### src/rtl/c3k_pkg.sv
// c3k_pkg: shared constants, types and kernel arithmetic for the 3x3 RGB filter.
// Used by the interfaces and by every c3k module; depends on nothing.
package c3k_pkg;

  localparam int MAX_WIDTH  = 1024;
  localparam int MAX_HEIGHT = 4096;
  localparam int COL_W      = $clog2(MAX_WIDTH);
  localparam int ROW_W      = $clog2(MAX_HEIGHT);
  localparam int WCFG_W     = COL_W + 1;
  localparam int HCFG_W     = ROW_W + 1;
  localparam int PIX_W      = 24;
  localparam int LINE_W     = 2 * PIX_W;
  localparam int CFG_IDX_W  = 2;
  localparam int CFG_DATA_W = HCFG_W;
  localparam int SUM_W      = 13;

  localparam logic [WCFG_W-1:0] MAX_W_CFG = WCFG_W'(MAX_WIDTH);
  localparam logic [HCFG_W-1:0] MAX_H_CFG = HCFG_W'(MAX_HEIGHT);

  // configuration register indexes
  localparam logic [CFG_IDX_W-1:0] CFG_KERNEL = 2'd0;
  localparam logic [CFG_IDX_W-1:0] CFG_WIDTH  = 2'd1;
  localparam logic [CFG_IDX_W-1:0] CFG_HEIGHT = 2'd2;

  localparam logic [2:0]        KERNEL_RST = 3'd0;
  localparam logic [WCFG_W-1:0] WIDTH_RST  = 11'd1024;
  localparam logic [HCFG_W-1:0] HEIGHT_RST = 13'd768;

  // kernel codes
  localparam logic [2:0] KERN_GAUSS   = 3'd0;
  localparam logic [2:0] KERN_OUTLINE = 3'd1;
  localparam logic [2:0] KERN_EMBOSS  = 3'd2;
  localparam logic [2:0] KERN_SHARPEN = 3'd3;
  localparam logic [2:0] KERN_BOX     = 3'd4;

  // ceil(2^16 / 9), exact for sums up to 9 * 255
  localparam logic [12:0] BOX_RECIP = 13'd7282;

  typedef logic [PIX_W-1:0]        pix_t;
  typedef logic [8:0][PIX_W-1:0]   pix_win_t;
  typedef logic [8:0][7:0]         chan9_t;
  typedef logic signed [SUM_W-1:0] sum_t;

  typedef struct packed {
    logic             res0;
    logic             border;
    logic             res1;
    logic             res2;
    logic             last;
    logic [COL_W-1:0] col;
    logic [ROW_W-1:0] row;
  } item_ctl_t;

  typedef struct packed {
    logic [2:0]       mask;
    pix_t             rgb0;
    pix_t             mid;
    pix_t             pix;
    logic [COL_W-1:0] col;
    logic [ROW_W-1:0] row;
    logic             last;
  } res_bundle_t;

  function automatic sum_t kern_sum(input logic [2:0] k, input chan9_t p);
    sum_t s [9];
    sum_t res;
    for (int i = 0; i < 9; i++) begin
      s[i] = sum_t'({5'b0, p[i]});
    end
    case (k)
      KERN_GAUSS: begin
        res = (s[0] + s[2] + s[6] + s[8]) + ((s[1] + s[3] + s[5] + s[7]) <<< 1)
              + (s[4] <<< 2);
      end
      KERN_OUTLINE: begin
        res = (s[4] <<< 3) - (s[0] + s[1] + s[2] + s[3] + s[5] + s[6] + s[7] + s[8]);
      end
      KERN_EMBOSS: begin
        res = (s[4] + s[5] + s[7] + (s[8] <<< 1)) - ((s[0] <<< 1) + s[1] + s[3]);
      end
      KERN_SHARPEN: begin
        res = ((s[4] <<< 2) + s[4]) - (s[1] + s[3] + s[5] + s[7]);
      end
      KERN_BOX: begin
        res = s[0] + s[1] + s[2] + s[3] + s[4] + s[5] + s[6] + s[7] + s[8];
      end
      default: begin
        res = s[4];
      end
    endcase
    return res;
  endfunction

  function automatic logic [7:0] kern_norm(input logic [2:0] k, input sum_t s);
    logic [24:0] prod;
    logic [7:0]  res;
    prod = {13'b0, s[11:0]} * {12'b0, BOX_RECIP};
    if (s < 0) begin
      res = 8'd0;
    end else begin
      case (k)
        KERN_GAUSS: res = s[11:4];
        KERN_BOX:   res = prod[23:16];
        default:    res = (s > 13'sd255) ? 8'd255 : s[7:0];
      endcase
    end
    return res;
  endfunction

endpackage

### src/rtl/c3k_filter.sv
// c3k_filter: per-channel 3x3 weighted sums registered from the window,
// then clamping and the exact /16 or /9 scaling. Depends on c3k_pkg.
module c3k_filter (
  input  logic                clk,
  input  logic                en,
  input  logic [2:0]          kernel,
  input  c3k_pkg::pix_win_t   win,
  output c3k_pkg::pix_t       rgb
);

  c3k_pkg::chan9_t ch_px [3];
  c3k_pkg::sum_t   sum_r [3];

  always_comb begin
    for (int ch = 0; ch < 3; ch++) begin
      for (int i = 0; i < 9; i++) begin
        ch_px[ch][i] = win[i][(2 - ch) * 8 +: 8];
      end
    end
  end

  always_ff @(posedge clk) begin
    if (en) begin
      for (int ch = 0; ch < 3; ch++) begin
        sum_r[ch] <= c3k_pkg::kern_sum(kernel, ch_px[ch]);
      end
    end
  end

  assign rgb = {c3k_pkg::kern_norm(kernel, sum_r[0]),
                c3k_pkg::kern_norm(kernel, sum_r[1]),
                c3k_pkg::kern_norm(kernel, sum_r[2])};

endmodule

### config.mk
export PLATFORM = sky130hd
export DESIGN_NAME = c3k_filter
export DESIGN_NICKNAME = d
export VERILOG_FILES = /design/src/rtl/c3k_pkg.sv /design/src/rtl/c3k_filter.sv
export SDC_FILE = /design/constraint.sdc
export NUM_CORES = 2
export LEC_CHECK = 0
export ABC_CLOCK_PERIOD_IN_PS = 8700
export BUFFER_PORTS_ARGS = -buffer_cell sky130_fd_sc_hd__buf_2
export CORE_MARGIN = 5
export CORE_UTILIZATION = 30
export DETAILED_ROUTE_END_ITERATION = 7
export GPL_ROUTABILITY_DRIVEN = 0
export PLACE_DENSITY = 0.46
export SETUP_SLACK_MARGIN = 0.05
export SLEW_MARGIN = 20
export SYNTH_ARGS = -nofsm -noshare
export SYNTH_HDL_FRONTEND = slang
export SYNTH_SLANG_ARGS = --single-unit
export TNS_END_PERCENT = 10
### constraint.sdc
create_clock -name clk -period 8.7 [get_ports clk]
set_input_delay 1.74 -clock clk [delete_from_list [all_inputs] [get_ports clk]]
set_output_delay 1.74 -clock clk [all_outputs]
set_load 0.02 [all_outputs]
==> flow_metrics.env <==
export IMPL_status="finished, final reports clean"
export IMPL_critPathLaunch="win[9]"
export IMPL_reg_top3="sum_r: 39 flops"
export IMPL_cts_root_buffer="clkbuf_16"
export IMPL_grt_usage_pct=17.7
export IMPL_ys_ff_latch=39
export IMPL_viasPerCell=4.70
export IMPL_cts_setup_buffers=0
export IMPL_min_from="win[105]"
export IMPL_grt_pass1_wl_microns=145000
export IMPL_drive_gt1_share_pct=8.81
export IMPL_hold_class="input pin to flop"
export IMPL_crit_fanout=3
export IMPL_synth_warnings=0
export IMPL_timing_fmax_mhz=129
export IMPL_num_vias=22000
export IMPL_fp_row_count=115
export IMPL_antenna_left=0
export IMPL_synth_area_per_cell_sq_um=9.44
export IMPL_holdBufCountCts=0
export IMPL_top_level_ports=245
export IMPL_cts_inserted_buffers=5
export IMPL_synth_ff_type="edfxtp_1"
export IMPL_nets=4711
export IMPL_fill_cells=10400
export IMPL_synth_edf_count=39
export IMPL_grt_max_degree=40
export IMPL_grt_pass1_vias=23900
export IMPL_setup_tns_ps=0
export IMPL_dr_pass1_iters=5
export IMPL_h_tree_depth=2
export IMPL_multi_input_area_sq_mm=0.0256
export IMPL_cp_data_arrival_time_ps=7820
export IMPL_max_slew_margin_rel_pct=21.8
export IMPL_rsz0062_at_grt="false"
export IMPL_grt_overflow=0
export IMPL_drcViolationCount=0
export IMPL_dieArea_sq_mm=0.106
export IMPL_worstSetupEndpointType="flop"
export IMPL_cts_reportedPaths_clkPinSlew_ps=80
export IMPL_syn_area_sq_mm=0.0299
export IMPL_portBuffers=244
export IMPL_synth_net_count=4486
export IMPL_top_register="sum_r"
export IMPL_async_reset_ff_share_pct=0
export IMPL_largest_reg_flops=39
export IMPL_worstSetupPathType="input pin to flop"
export IMPL_ctsResizeCount=0
export IMPL_crit_required_ps=8760
export IMPL_start_util_pct=30.3
export IMPL_core_area_sq_mm=0.0987
export IMPL_synth_cell_types=74
export IMPL_tightest_slew_ps=1170
export IMPL_synthCells=3167
export IMPL_setup_viol=0
export IMPL_avgRoutedWirePerCell_microns=19.9
export IMPL_routed_wl_microns=93100
export IMPL_period_share_pct=89.2
export IMPL_drv_slew=0
export IMPL_antenna_found_initial=29
export IMPL_hold_viol_final=0
export IMPL_area_growth_pct=9.92
export IMPL_dieHeight_microns=326
export IMPL_cts_tree="done"
export IMPL_ys_seq_area_share_pct=3.92
export IMPL_critical_path_startpoint_type="input pin"
export IMPL_post_dp_hpwl_microns=82700
export IMPL_cts_max_path_buffers=2
export IMPL_seq_area_sq_mm=0.00117
export IMPL_final_min_clock_period_ps=7760
export IMPL_drtIter0Drc=1259
export IMPL_cts_sinks=39
export IMPL_cap_violations=0
export IMPL_die_w_microns=326
kinds of logic (layout without fill, tap and decap cells):
family | Yosys count | after routing | share of synthesized area (%)
simple gates | 391 | 391 | 6.32
fa+ha+maj | 1098 | 1098 | 60.6
flops | 39 | 39 | 3.92
xor+xnor | 162 | 162 | 4.75
buf+inv | 848 | 1074 | 10.7
other cells | 0 | 9 | 0
mux | 21 | 21 | 0.854
compound gates | 608 | 608 | 12.9
cell type report:
cell class	instances	area share [%]
clock buffers	5	0.381
inverters	810	9.26
flip-flops and latches	39	3.57
clock inverters	3	0.0457
well taps	1287	4.90
multi-input cells	2280	77.8
diodes	9	0.0686
repair buffers	256	3.99
cell usage after synthesis (all sizes together), types with 4 or more instances:
master   number  area, sq um
a221oi        8         70.1
a2111oi      11          109
nand3        32          160
nand2b       24          150
edfxtp       39         1170
a41oi         4         35.0
o21a         18          135
and3          9         56.3
o21ai       126          631
mux2          6         67.6
nor2        130          490
o211ai        8         60.1
a211oi       30          230
ha          516         6460
nor2b        18          113
nor4          7         43.8
xor2         67          587
or2           7         43.8
o21bai       29          218
a21oi       190          951
nor3b         9         67.6
nand4        17          106
o22a          5         43.8
or3          11         68.8
a22oi         8         60.1
a21o         67          503
o22ai        24          150
inv         810         3040
a211o         8         70.1
clkbuf       25         93.8
fa          582        11700
xnor2        95          832
o2111ai       7         61.3
o31ai        14          120
nor3         25          130
mux2i        12          120
nand2        86          323
a31oi        22          138
o41ai         4         35.0
buf          13         55.1
o221ai        5         43.8
layout by cell type, fill, tap and decap left out, types with 8 or more instances in the layout:
cell type	Yosys	layout
a2111oi_0	9	9
a211o_1	8	8
a211oi_1	29	29
a21o_1	67	67
a21oi_1	190	190
a221oi_1	8	8
a22oi_1	8	8
a31oi_1	22	22
and3_1	9	9
buf_2	5	244
buf_4	0	12
diode_2	0	9
edfxtp_1	39	39
fa_1	582	582
ha_1	516	516
inv_1	808	808
mux2i_1	12	12
nand2_1	86	86
nand2b_1	24	24
nand3_1	32	32
nand4_1	17	17
nor2_1	129	126
nor2b_1	18	18
nor3_1	24	23
nor3b_1	9	9
o211ai_1	8	8
o21a_1	18	18
o21ai_0	122	122
o21bai_1	29	29
o22ai_1	24	24
o31ai_1	11	11
or3_1	11	11
xnor2_1	95	95
xor2_1	67	67
through the flow:
| step | std cells | setup slack [ps] | hold WS [ps] | util [%] | cell area [sq um] |
|---|---|---|---|---|---|
| 6_report | 4689 | 943 | 1940 | 33.3 | 32800 |
| 5_1_grt | 4682 | 597 | 1940 | 33.3 | 32800 |
| 4_1_cts | 4680 | 970 | 1930 | 33.3 | 32800 |
| 3_5_place_dp | 4672 | 638 | 2250 | 33.1 | 32700 |
| 3_3_place_gp | 4672 | 766 | 2250 | 33.1 | 32700 |
| 2_1_floorplan | 3167 | 1390 | 1850 | - | 29900 |
critical path, stage by stage:
cell and delay, ps:
buf_2 110, inv_1 90, fa_1 530, inv_1 50, fa_1 450, ha_1 260, fa_1 550, a21o_1 200
a21oi_1 260, o21bai_1 130, a21oi_1 230, xnor2_1 210, inv_1 90, fa_1 470, fa_1 510, fa_1 490
inv_1 40, ha_1 290, o21ai_0 80, inv_1 70, o31ai_1 100, a21boi_0 230, xnor2_1 160, o22ai_1 90
or3_1 390
routing by layer:
layer  wire, microns  global-route usage, %  vias to the layer above  part of all wire (%)
met5              46                      0                        -                 0.049
met4            1250                   2.04                        8                   1.3
met3            4660                   2.21                       71                   5.0
met2           41800                   28.4                      484                    45
met1           45400                   26.5                    10800                    49
li1                -                      -                    10700                     -
final timing paths:
kind	cells past startpoint	slack (ps)	endpoint
worst max-delay path	25	940	sum_r[0][22]
worst min-delay path	3	1940	sum_r[0][14]
Power is left out: the tool's default activity adds up to more than one toggle a clock period on the data nets, which glitch-free logic cannot reach.
