File: config.mk
export PLATFORM = sky130hd
export DESIGN_NAME = c3k_emitter_flat
export DESIGN_NICKNAME = d
export VERILOG_FILES = /design/src/rtl/c3k_pkg.sv /design/src/rtl/c3k_ifs.sv /design/src/rtl/c3k_emitter.sv /design/src/flat_wrapper.sv
export SDC_FILE = /design/constraint.sdc
export NUM_CORES = 1
export LEC_CHECK = 0
export BUFFER_PORTS_ARGS = -buffer_cell sky130_fd_sc_hd__clkbuf_2
export CORE_UTILIZATION = 35
export DETAILED_ROUTE_END_ITERATION = 7
export PLACE_DENSITY = 0.68
export SETUP_SLACK_MARGIN = 0.05
export SYNTH_ARGS = -nofsm -noshare
export SYNTH_HDL_FRONTEND = slang
export SYNTH_SLANG_ARGS = --single-unit
File: constraint.sdc
create_clock -name clk -period 17.45 [get_ports clk]
set_input_delay 2.6175 -clock clk [delete_from_list [all_inputs] [get_ports clk]]
set_output_delay 2.6175 -clock clk [all_outputs]
set_load 0.02 [all_outputs]
File: src/rtl/c3k_pkg.sv
// c3k_pkg: shared constants, types and kernel arithmetic for the 3x3 RGB filter.
// Used by the interfaces and by every c3k module; depends on nothing.
package c3k_pkg;

  localparam int MAX_WIDTH  = 1024;
  localparam int MAX_HEIGHT = 4096;
  localparam int COL_W      = $clog2(MAX_WIDTH);
  localparam int ROW_W      = $clog2(MAX_HEIGHT);
  localparam int WCFG_W     = COL_W + 1;
  localparam int HCFG_W     = ROW_W + 1;
  localparam int PIX_W      = 24;
  localparam int LINE_W     = 2 * PIX_W;
  localparam int CFG_IDX_W  = 2;
  localparam int CFG_DATA_W = HCFG_W;
  localparam int SUM_W      = 13;

  localparam logic [WCFG_W-1:0] MAX_W_CFG = WCFG_W'(MAX_WIDTH);
  localparam logic [HCFG_W-1:0] MAX_H_CFG = HCFG_W'(MAX_HEIGHT);

  // configuration register indexes
  localparam logic [CFG_IDX_W-1:0] CFG_KERNEL = 2'd0;
  localparam logic [CFG_IDX_W-1:0] CFG_WIDTH  = 2'd1;
  localparam logic [CFG_IDX_W-1:0] CFG_HEIGHT = 2'd2;

  localparam logic [2:0]        KERNEL_RST = 3'd0;
  localparam logic [WCFG_W-1:0] WIDTH_RST  = 11'd1024;
  localparam logic [HCFG_W-1:0] HEIGHT_RST = 13'd768;

  // kernel codes
  localparam logic [2:0] KERN_GAUSS   = 3'd0;
  localparam logic [2:0] KERN_OUTLINE = 3'd1;
  localparam logic [2:0] KERN_EMBOSS  = 3'd2;
  localparam logic [2:0] KERN_SHARPEN = 3'd3;
  localparam logic [2:0] KERN_BOX     = 3'd4;

  // ceil(2^16 / 9), exact for sums up to 9 * 255
  localparam logic [12:0] BOX_RECIP = 13'd7282;

  typedef logic [PIX_W-1:0]        pix_t;
  typedef logic [8:0][PIX_W-1:0]   pix_win_t;
  typedef logic [8:0][7:0]         chan9_t;
  typedef logic signed [SUM_W-1:0] sum_t;

  typedef struct packed {
    logic             res0;
    logic             border;
    logic             res1;
    logic             res2;
    logic             last;
    logic [COL_W-1:0] col;
    logic [ROW_W-1:0] row;
  } item_ctl_t;

  typedef struct packed {
    logic [2:0]       mask;
    pix_t             rgb0;
    pix_t             mid;
    pix_t             pix;
    logic [COL_W-1:0] col;
    logic [ROW_W-1:0] row;
    logic             last;
  } res_bundle_t;

  function automatic sum_t kern_sum(input logic [2:0] k, input chan9_t p);
    sum_t s [9];
    sum_t res;
    for (int i = 0; i < 9; i++) begin
      s[i] = sum_t'({5'b0, p[i]});
    end
    case (k)
      KERN_GAUSS: begin
        res = (s[0] + s[2] + s[6] + s[8]) + ((s[1] + s[3] + s[5] + s[7]) <<< 1)
              + (s[4] <<< 2);
      end
      KERN_OUTLINE: begin
        res = (s[4] <<< 3) - (s[0] + s[1] + s[2] + s[3] + s[5] + s[6] + s[7] + s[8]);
      end
      KERN_EMBOSS: begin
        res = (s[4] + s[5] + s[7] + (s[8] <<< 1)) - ((s[0] <<< 1) + s[1] + s[3]);
      end
      KERN_SHARPEN: begin
        res = ((s[4] <<< 2) + s[4]) - (s[1] + s[3] + s[5] + s[7]);
      end
      KERN_BOX: begin
        res = s[0] + s[1] + s[2] + s[3] + s[4] + s[5] + s[6] + s[7] + s[8];
      end
      default: begin
        res = s[4];
      end
    endcase
    return res;
  endfunction

  function automatic logic [7:0] kern_norm(input logic [2:0] k, input sum_t s);
    logic [24:0] prod;
    logic [7:0]  res;
    prod = {13'b0, s[11:0]} * {12'b0, BOX_RECIP};
    if (s < 0) begin
      res = 8'd0;
    end else begin
      case (k)
        KERN_GAUSS: res = s[11:4];
        KERN_BOX:   res = prod[23:16];
        default:    res = (s > 13'sd255) ? 8'd255 : s[7:0];
      endcase
    end
    return res;
  endfunction

endpackage

File: src/rtl/c3k_ifs.sv


interface c3k_res_if;
  logic                        valid;
  logic                        ready;
  logic [7:0]                  out_red;
  logic [7:0]                  out_green;
  logic [7:0]                  out_blue;
  logic [c3k_pkg::COL_W-1:0]   out_col;
  logic [c3k_pkg::ROW_W-1:0]   out_row;
  logic                        frame_last;
  modport source (output valid, output out_red, output out_green, output out_blue,
                  output out_col, output out_row, output frame_last, input ready);
  modport sink (input valid, input out_red, input out_green, input out_blue,
                input out_col, input out_row, input frame_last, output ready);
endinterface


File: src/rtl/c3k_emitter.sv
// c3k_emitter: result register holding up to three results of one item and
// handing them out one per handshake. Depends on c3k_pkg and c3k_res_if.
module c3k_emitter (
  input  logic                  clk,
  input  logic                  rst_n,
  input  c3k_pkg::res_bundle_t  bundle,
  output logic                  free,
  c3k_res_if.source             out_res
);

  logic [2:0]           mask_r;
  c3k_pkg::res_bundle_t data_r;
  logic                 single;
  logic                 out_fire;
  c3k_pkg::pix_t        sel_rgb;

  assign single   = (mask_r & (mask_r - 3'd1)) == 3'd0;
  assign out_fire = out_res.valid && out_res.ready;
  // takes the next item once at most one result is left and it goes this cycle
  assign free     = (mask_r == 3'd0) || (single && out_res.ready);

  always_ff @(posedge clk) begin
    if (!rst_n) begin
      mask_r <= 3'd0;
    end else if (free) begin
      mask_r <= bundle.mask;
    end else if (out_fire) begin
      mask_r <= mask_r & (mask_r - 3'd1);
    end
  end

  always_ff @(posedge clk) begin
    if (free) begin
      data_r <= bundle;
    end
  end

  always_comb begin
    out_res.valid      = mask_r != 3'd0;
    out_res.frame_last = 1'b0;
    if (mask_r[0]) begin
      sel_rgb         = data_r.rgb0;
      out_res.out_col = data_r.col - 1'b1;
      out_res.out_row = data_r.row - 1'b1;
    end else if (mask_r[1]) begin
      sel_rgb         = data_r.mid;
      out_res.out_col = data_r.col;
      out_res.out_row = data_r.row - 1'b1;
    end else begin
      sel_rgb            = data_r.pix;
      out_res.out_col    = data_r.col;
      out_res.out_row    = data_r.row;
      out_res.frame_last = data_r.last;
    end
    out_res.out_red   = sel_rgb[23:16];
    out_res.out_green = sel_rgb[15:8];
    out_res.out_blue  = sel_rgb[7:0];
  end

endmodule

File: src/flat_wrapper.sv
// flat-port wrapper written by rule: the top's interface ports become plain ports
module c3k_emitter_flat 
  (clk, rst_n, bundle, free, out_res_valid, out_res_out_red, out_res_out_green, out_res_out_blue, out_res_out_col, out_res_out_row, out_res_frame_last, out_res_ready);
  c3k_res_if out_res_i ();
  input  logic clk;
  input  logic rst_n;
  input  c3k_pkg::res_bundle_t bundle;
  output logic free;
  output wire logic [$bits(out_res_i.valid)-1:0] out_res_valid;
  output wire logic [$bits(out_res_i.out_red)-1:0] out_res_out_red;
  output wire logic [$bits(out_res_i.out_green)-1:0] out_res_out_green;
  output wire logic [$bits(out_res_i.out_blue)-1:0] out_res_out_blue;
  output wire logic [$bits(out_res_i.out_col)-1:0] out_res_out_col;
  output wire logic [$bits(out_res_i.out_row)-1:0] out_res_out_row;
  output wire logic [$bits(out_res_i.frame_last)-1:0] out_res_frame_last;
  input wire logic [$bits(out_res_i.ready)-1:0] out_res_ready;
  assign out_res_valid = out_res_i.valid;
  assign out_res_out_red = out_res_i.out_red;
  assign out_res_out_green = out_res_i.out_green;
  assign out_res_out_blue = out_res_i.out_blue;
  assign out_res_out_col = out_res_i.out_col;
  assign out_res_out_row = out_res_i.out_row;
  assign out_res_frame_last = out_res_i.frame_last;
  assign out_res_i.ready = out_res_ready;
  c3k_emitter u_core (.clk(clk), .rst_n(rst_n), .bundle(bundle), .free(free), .out_res(out_res_i));
endmodule
==> results of run 1 <==
worst max path at each step:
stage | slack, ns | endpoint | cells after the start
6_report | 11.28 | free | 5
5_1_grt | 11.22 | free | 5
4_1_cts | 11.27 | free | 5
3_5_place_dp | 11.27 | free | 5
3_3_place_gp | 11.26 | free | 5
2_1_floorplan | 6.87 | free | 3
cells by family after synthesis:
kind of cell    share of synthesized area (%)
flops                                    74.4
simple gates                             7.80
compound gates                           4.41
mux                                      6.65
xor+xnor                                 4.25
buf+inv                                  1.60
fa+ha+maj                               0.895
worst min-delay path, stage by stage (launching register included):
cell and delay, ns:
dfxtp_1 0.36, inv_1 0.12, a21oi_1 0.07
cell usage after synthesis:
master	n
edfxtp_1	95
nand2_1	34
o21ai_0	28
mux2i_1	26
xor2_1	12
clkbuf_1	7
nor2_1	7
nor3_1	7
xnor2_1	7
inv_1	6
dfxtp_1	3
a21oi_1	2
buf_2	2
ha_1	2
or2_2	2
a21boi_0	1
and2_1	1
buf_1	1
maj3_1	1
nand2b_1	1
nand3_1	1
nand3b_1	1
nor2b_1	1
nor4_1	1
nor4_4	1
nor4b_1	1
o22ai_1	1
o41ai_1	1
or3_1	1
or3_4	1
or4_1	1
or4_4	1
flip-flops by register name, summed over array words and instances, names as in the netlist:
| signal | flops |
|---|---|
| u_core.mask_r | 3 |
| u_core.data_r | 95 |
layout make-up:
type                    count  area (um2)  share of cell area (%)
clock buffers               9         124                    2.44
flip-flops and latches     98        2920                    57.5
inverters                   6        22.5                   0.444
clock inverters             7         116                    2.30
well taps                 140         175                    3.46
multi-input cells         143         953                    18.8
repair buffers            151         761                    15.0
cells in the final DEF, fill, tap and decap left out, drive strengths merged, types with 2 or more instances in the layout:
cell type	instances
ha	2
clkinv	2
or2	2
xor2	12
bufinv	3
a21oi	2
nor4	2
clkbuf	158
dfxtp	3
or4	2
mux2i	26
nor3	7
nor2	7
buf	2
o21ai	28
inv	7
xnor2	7
or3	2
nand2	34
edfxtp	95
power by group through the flow:
stage          Clock [W]  Combinational, W  Sequential [W]
2_1_floorplan          0         0.0000645        0.000313
3_3_place_gp           0         0.0000975        0.000315
3_5_place_dp           0         0.0000994        0.000317
4_1_cts         0.000178         0.0000997        0.000311
5_1_grt         0.000186          0.000108        0.000315
6_report        0.000171         0.0000978        0.000311
stage by stage:
step / util, % / hold WS, ns / instances / total power [W] / area [um2]
floorplan: - / 0.475 / 257 / 0.000377 / 3920
global placement: 44.3 / 0.546 / 538 / 0.000413 / 4830
detailed placement: 44.3 / 0.574 / 538 / 0.000416 / 4830
CTS: 46.5 / 0.587 / 554 / 0.000589 / 5070
global route: 46.5 / 0.631 / 554 / 0.000609 / 5070
finish: 46.5 / 0.592 / 554 / 0.000580 / 5070
per-layer routing:
metal  global-route usage [%]  vias to the layer above
met1                     16.4                     1133
met2                     20.3                       92
met4                     7.53                        0
met5                        0                        -
met3                     3.51                       13
li1                         -                     1249
==> qor.yml, run 1 <==
critical_path:
  cp_top_family: "adder cells"
  rr_startpoint: "u_core.mask_r[0]"
  cp_max_fo: 4
  slowest_delay_ns: 0.40
  worst-path-buf-inv: 3
  rr_worst_depth: 4
  r2r_slack_ns: 14.54
  crit_type: "in2out"
  crit_chain: "clkbuf_2, inv_1, maj3_1, o22ai_4, clkbuf_2"
  cp-end-kind: "output port"
  r2r-end: "u_core.data_r[43]"
  slowest_stage: "maj3_1"
  path_common_cell: "clkbuf_2"
  worstSetupStartpointType: "input pin"
  crit_arrival_ns: 3.55
  worstPathRequired_ns: 14.83
  crit_start: "out_res_ready"
floorplanning:
  die_x_um: 108
  die_h_um: 108
  dieArea_mm2: 0.0116
  rows: 38
  start_util_pct: 36.0
  core_mm2: 0.0109
  ios: 150
grt:
  grt_pass1_vias: 2446
  antenna_found_initial: 0
  grt_max_degree: 62
  grt_usage_pct: 13.1
  overflow: 0
  grt_first_pass_wirelength_mm: 11.3
timing:
  finalSetupTns_ns: 0
  worst_pin_slew_ns: 1.07
  setup_viol: 0
  rsz0062_at_grt: "false"
  fin_crit_sh_pct: 35.4
  fin_ws_ns: 11.28
  period_minus_slack_ns: 6.17
  finalClockSkew_ns: 0.00576
  final_max_slew_viol_count: 0
  clock.fmax_mhz: 162
  hold_violations: 0
  max-slew-margin-rel_pct: 28.5
synthesis:
  netlist.area_leader.share_pct: 72.9
  seq_area_frac_synth_pct: 74.4
  netlist_area_mm2: 0.00392
  syn-num-nets: 360
  avgSynthCellArea_um2: 15.2
  synth.area.top_cells: "edfxtp_1 (73%), mux2i_1 (6.6%), o21ai_0 (3.6%)"
  ys_types: 32
  synth_seq_cells: 98
  ys_warn_count: 0
  synth_top_area_cell: "edfxtp_1"
  syn-instance-count: 257
route:
  finalWirelength_mm: 7.38
  vias_per_cell: 4.49
  num_vias: 2487
  drtAntennaViolNets: 0
  first_pass_iters: 4
  drtIter0Drc: 158
  top_layer_used: "met4"
  met2WireLength_mm: 3.52
  wl_met3_um: 419
  drc: 0
  drt-met1-wl_mm: 3.31
  wl_per_cell_um: 13.3
cts:
  clk_latency_ns: 0.35
  numCtsBuffers: 9
  root_buffer: "clkbuf_8"
  clockBufferDepth: 2
  ctsResizeCount: 0
  htreeDepth: 3
  cts_setup_buffers: 0
  cts_tree: "done"
  ctsHoldBuffers: 0
  clk_pin_slew_ns: 0.09
  clkSinkCount: 98
place:
  place_worst_setup_slack_ns: 11.27
  gp_congestion: 0.718
  post-dp-hpwl_mm: 5.13
  portBuffers: 149
power:
  combPwrFrac_pct: 16.9
  power.share.clock_pct: 29.5
  cellPowerDensity_mw_per_mm2: 114
  swShare_pct: 26.7
  leakage_nw: 2.10
  peakVddDrop_mv: 0.0564
  pwr-share-seq_pct: 53.6
  p_int_w: 0.000425
  p_sw_w: 0.000155
layout:
  synthToLayoutAreaGrowth_pct: 29.4
  drive_gt1_share_pct: 42.3
  nNetsFinal: 512
  n_antenna_cell: 0
  fillers: 967
hold_path:
  worstHoldStart: "u_core.mask_r[2]"
  whs_endpoint: "u_core.mask_r[2]"
  hp-class: "reg2reg"
  holdPathStages: 2
run:
  maxCapViolCount: 0
status:
  outcome: "finished clean"
No activity file was read; power rests on OpenSTA's default activity.
==> run 2: changes to the inputs <==
- clock period: 17.45 -> 6.3 ns (I/O delays scaled with it)
==> run 2 against run 1 <==
Against the previous run: non-clock buffer count stayed put; critical path depth did not move; final cell count is the same; cell area is 0.49% lower; worst setup slack lost 8.8 ns; routed wire length did not move; largest power group unchanged; critical path type is now reg2out; die area is the same.
==> qor.yml, run 2 (same netlist as run 1, synthesis figures left out) <==
critical_path:
  slowest_delay_ns: 0.98  # +0.58 ns
  slowest_stage: "dfxtp_2"
  crit_arrival_ns: 2.90  # -0.65 ns
  crit_chain: "nor2_1, or4_1, or2_2, xnor2_1, clkbuf_2"
  worstPathRequired_ns: 5.35  # -9.48 ns
  crit_type: "reg2out"
  cp-end-kind: "output port"
  worstSetupStartpointType: "flip-flop"
  cp_max_fo: 61  # +57
route:
  drc: 0  # unchanged
  finalWirelength_mm: 7.38  # unchanged
  vias_per_cell: 4.61  # +2.6%
  wl_per_cell_um: 13.3  # unchanged
  drtIter0Drc: 77  # -51%
  first_pass_iters: 4  # unchanged
  drtAntennaViolNets: 0  # unchanged
  num_vias: 2552  # +2.6%
grt:
  grt_pass1_vias: 2448  # +0.082%
  grt_usage_pct: 12.9  # -0.23 points
  grt_max_degree: 62  # unchanged
  overflow: 0  # unchanged
  antenna_found_initial: 0  # unchanged
  grt_first_pass_wirelength_mm: 11.3  # -0.56%
timing:
  fin_crit_sh_pct: 61.0
  hold_violations: 0  # unchanged
  rsz0062_at_grt: "false"
  max-slew-margin-rel_pct: 32.9  # +4.4 points
  whs_ns: 0.573  # -0.0186 ns
  finalSetupTns_ns: 0  # unchanged
  clock.fmax_mhz: 260
  worst_pin_slew_ns: 1.01  # -0.0656 ns
  finalClockSkew_ns: 0.00965  # +0.00389 ns
  final_max_slew_viol_count: 0  # unchanged
  setup_viol: 0  # unchanged
  period_minus_slack_ns: 3.84
layout:
  final_cell_mix: "clkbuf_2 (149), edfxtp_1 (95), nand2_1 (34), o21ai_0 (28), mux2i_1 (26)"
  reg.largest.list: "u_core.data_r (95), u_core.mask_r (3)"
  n_antenna_cell: 0  # unchanged
  top_register: "u_core.data_r"
  fin_cells: 554  # unchanged
  fin_util_pct: 46.3  # -0.23 points
  nNetsFinal: 512  # unchanged
  final_common_cell: "clkbuf_2"
  largest_register_ff_count: 95  # unchanged
  drive_gt1_share_pct: 42.0  # -0.24 points
  synthToLayoutAreaGrowth_pct: 28.8
  fillers: 983  # +1.7%
cts:
  clockBufferDepth: 2  # unchanged
  clkSinkCount: 98  # unchanged
  ctsHoldBuffers: 0  # unchanged
  cts_tree: "done"
  cts_setup_buffers: 0  # unchanged
  clk_latency_ns: 0.35  # about the same
  ctsResizeCount: 0  # unchanged
  clk_pin_slew_ns: 0.09  # about the same
  htreeDepth: 3  # unchanged
  numCtsBuffers: 9  # unchanged
  root_buffer: "clkbuf_8"
place:
  gp_congestion: 0.753  # +4.8%
  portBuffers: 149  # unchanged
  post-dp-hpwl_mm: 5.34  # +4.1%
  placedCellCount: 538  # unchanged
run:
  maxCapViolCount: 0  # unchanged
floorplanning:
  die_x_um: 108  # unchanged
  dieArea_mm2: 0.0116  # unchanged
  die_h_um: 108  # unchanged
  core_mm2: 0.0109  # unchanged
  rows: 38  # unchanged
  start_util_pct: 36.0  # unchanged
  ios: 150  # unchanged
power:
  peakVddDrop_mv: 0.180  # +220%
  cellPowerDensity_mw_per_mm2: 311  # +170%
  total_power_w: 0.00157  # +170%
  leakage_nw: 2.09  # -0.41%
status:
  outcome: "finished clean"
hold_path:
  hp-class: "reg2reg"
run 2: changes by cell type in the layout (fill, tap and decap cells not counted):
cell	change
inv_6	+1
bufinv_16	-1
clkbuf_1	+1
clkinvlp_4	-1
run 2: cell type report:
| class | count | area [um2] | area share, % |
|---|---|---|---|
| Sequential cell | 98 | 2920 | 57.8 |
| Multi-Input combinational cell | 143 | 953 | 18.9 |
| Timing Repair Buffer | 151 | 761 | 15.1 |
| Tap cell | 140 | 175 | 3.47 |
| Clock buffer | 10 | 128 | 2.53 |
| Clock inverter | 6 | 87.6 | 1.74 |
| Inverter | 6 | 22.5 | 0.447 |
run 2: path summary, 6_finish.rpt:
check	from	endpoint	slack, ns	cells past startpoint
min	u_core.mask_r[2]	u_core.mask_r[2]	0.57	2
max	u_core.mask_r[0]	out_res_out_row[7]	2.46	5
max reg2reg	u_core.mask_r[0]	u_core.data_r[1]	3.49	4
min reg2reg	u_core.mask_r[2]	u_core.mask_r[2]	0.57	2
run 2: critical path, delay by kind of cell (launching register included):
kind	cells	cell delay, ns
buffers and inverters	1	0.18
XOR/XNOR	1	0.13
flip-flops	1	0.98
AND/OR/NAND/NOR	3	1.25
run 2: per-layer routing:
layer / wire length (um) / global-route usage, % / part of all wire [%]
met5: 0 / 0 / 0
met2: 3550 / 20.7 / 48
met4: 133 / 4.70 / 1.8
met3: 571 / 4.84 / 7.7
met1: 3130 / 15.6 / 42
run 2: power breakdown:
| part | leakage, nW | internal, W | switching [W] |
|---|---|---|---|
| clock | 0.111 | 0.000225 | 0.000210 |
| sequential | 0.988 | 0.000813 | 0.0000482 |
| combinational | 0.995 | 0.000101 | 0.000170 |
| total | 2.09 | 0.00114 | 0.000428 |
run 2: metrics by stage:
| step | instance area [um2] | setup WS (ns) |
|---|---|---|
| final | 5040 | 2.46 |
| after global placement | 4830 | 2.81 |
| after global routing | 5040 | 2.20 |
| after CTS | 5040 | 2.37 |
| after detailed placement | 4830 | 2.76 |
| after floorplan | 3920 | 1.38 |
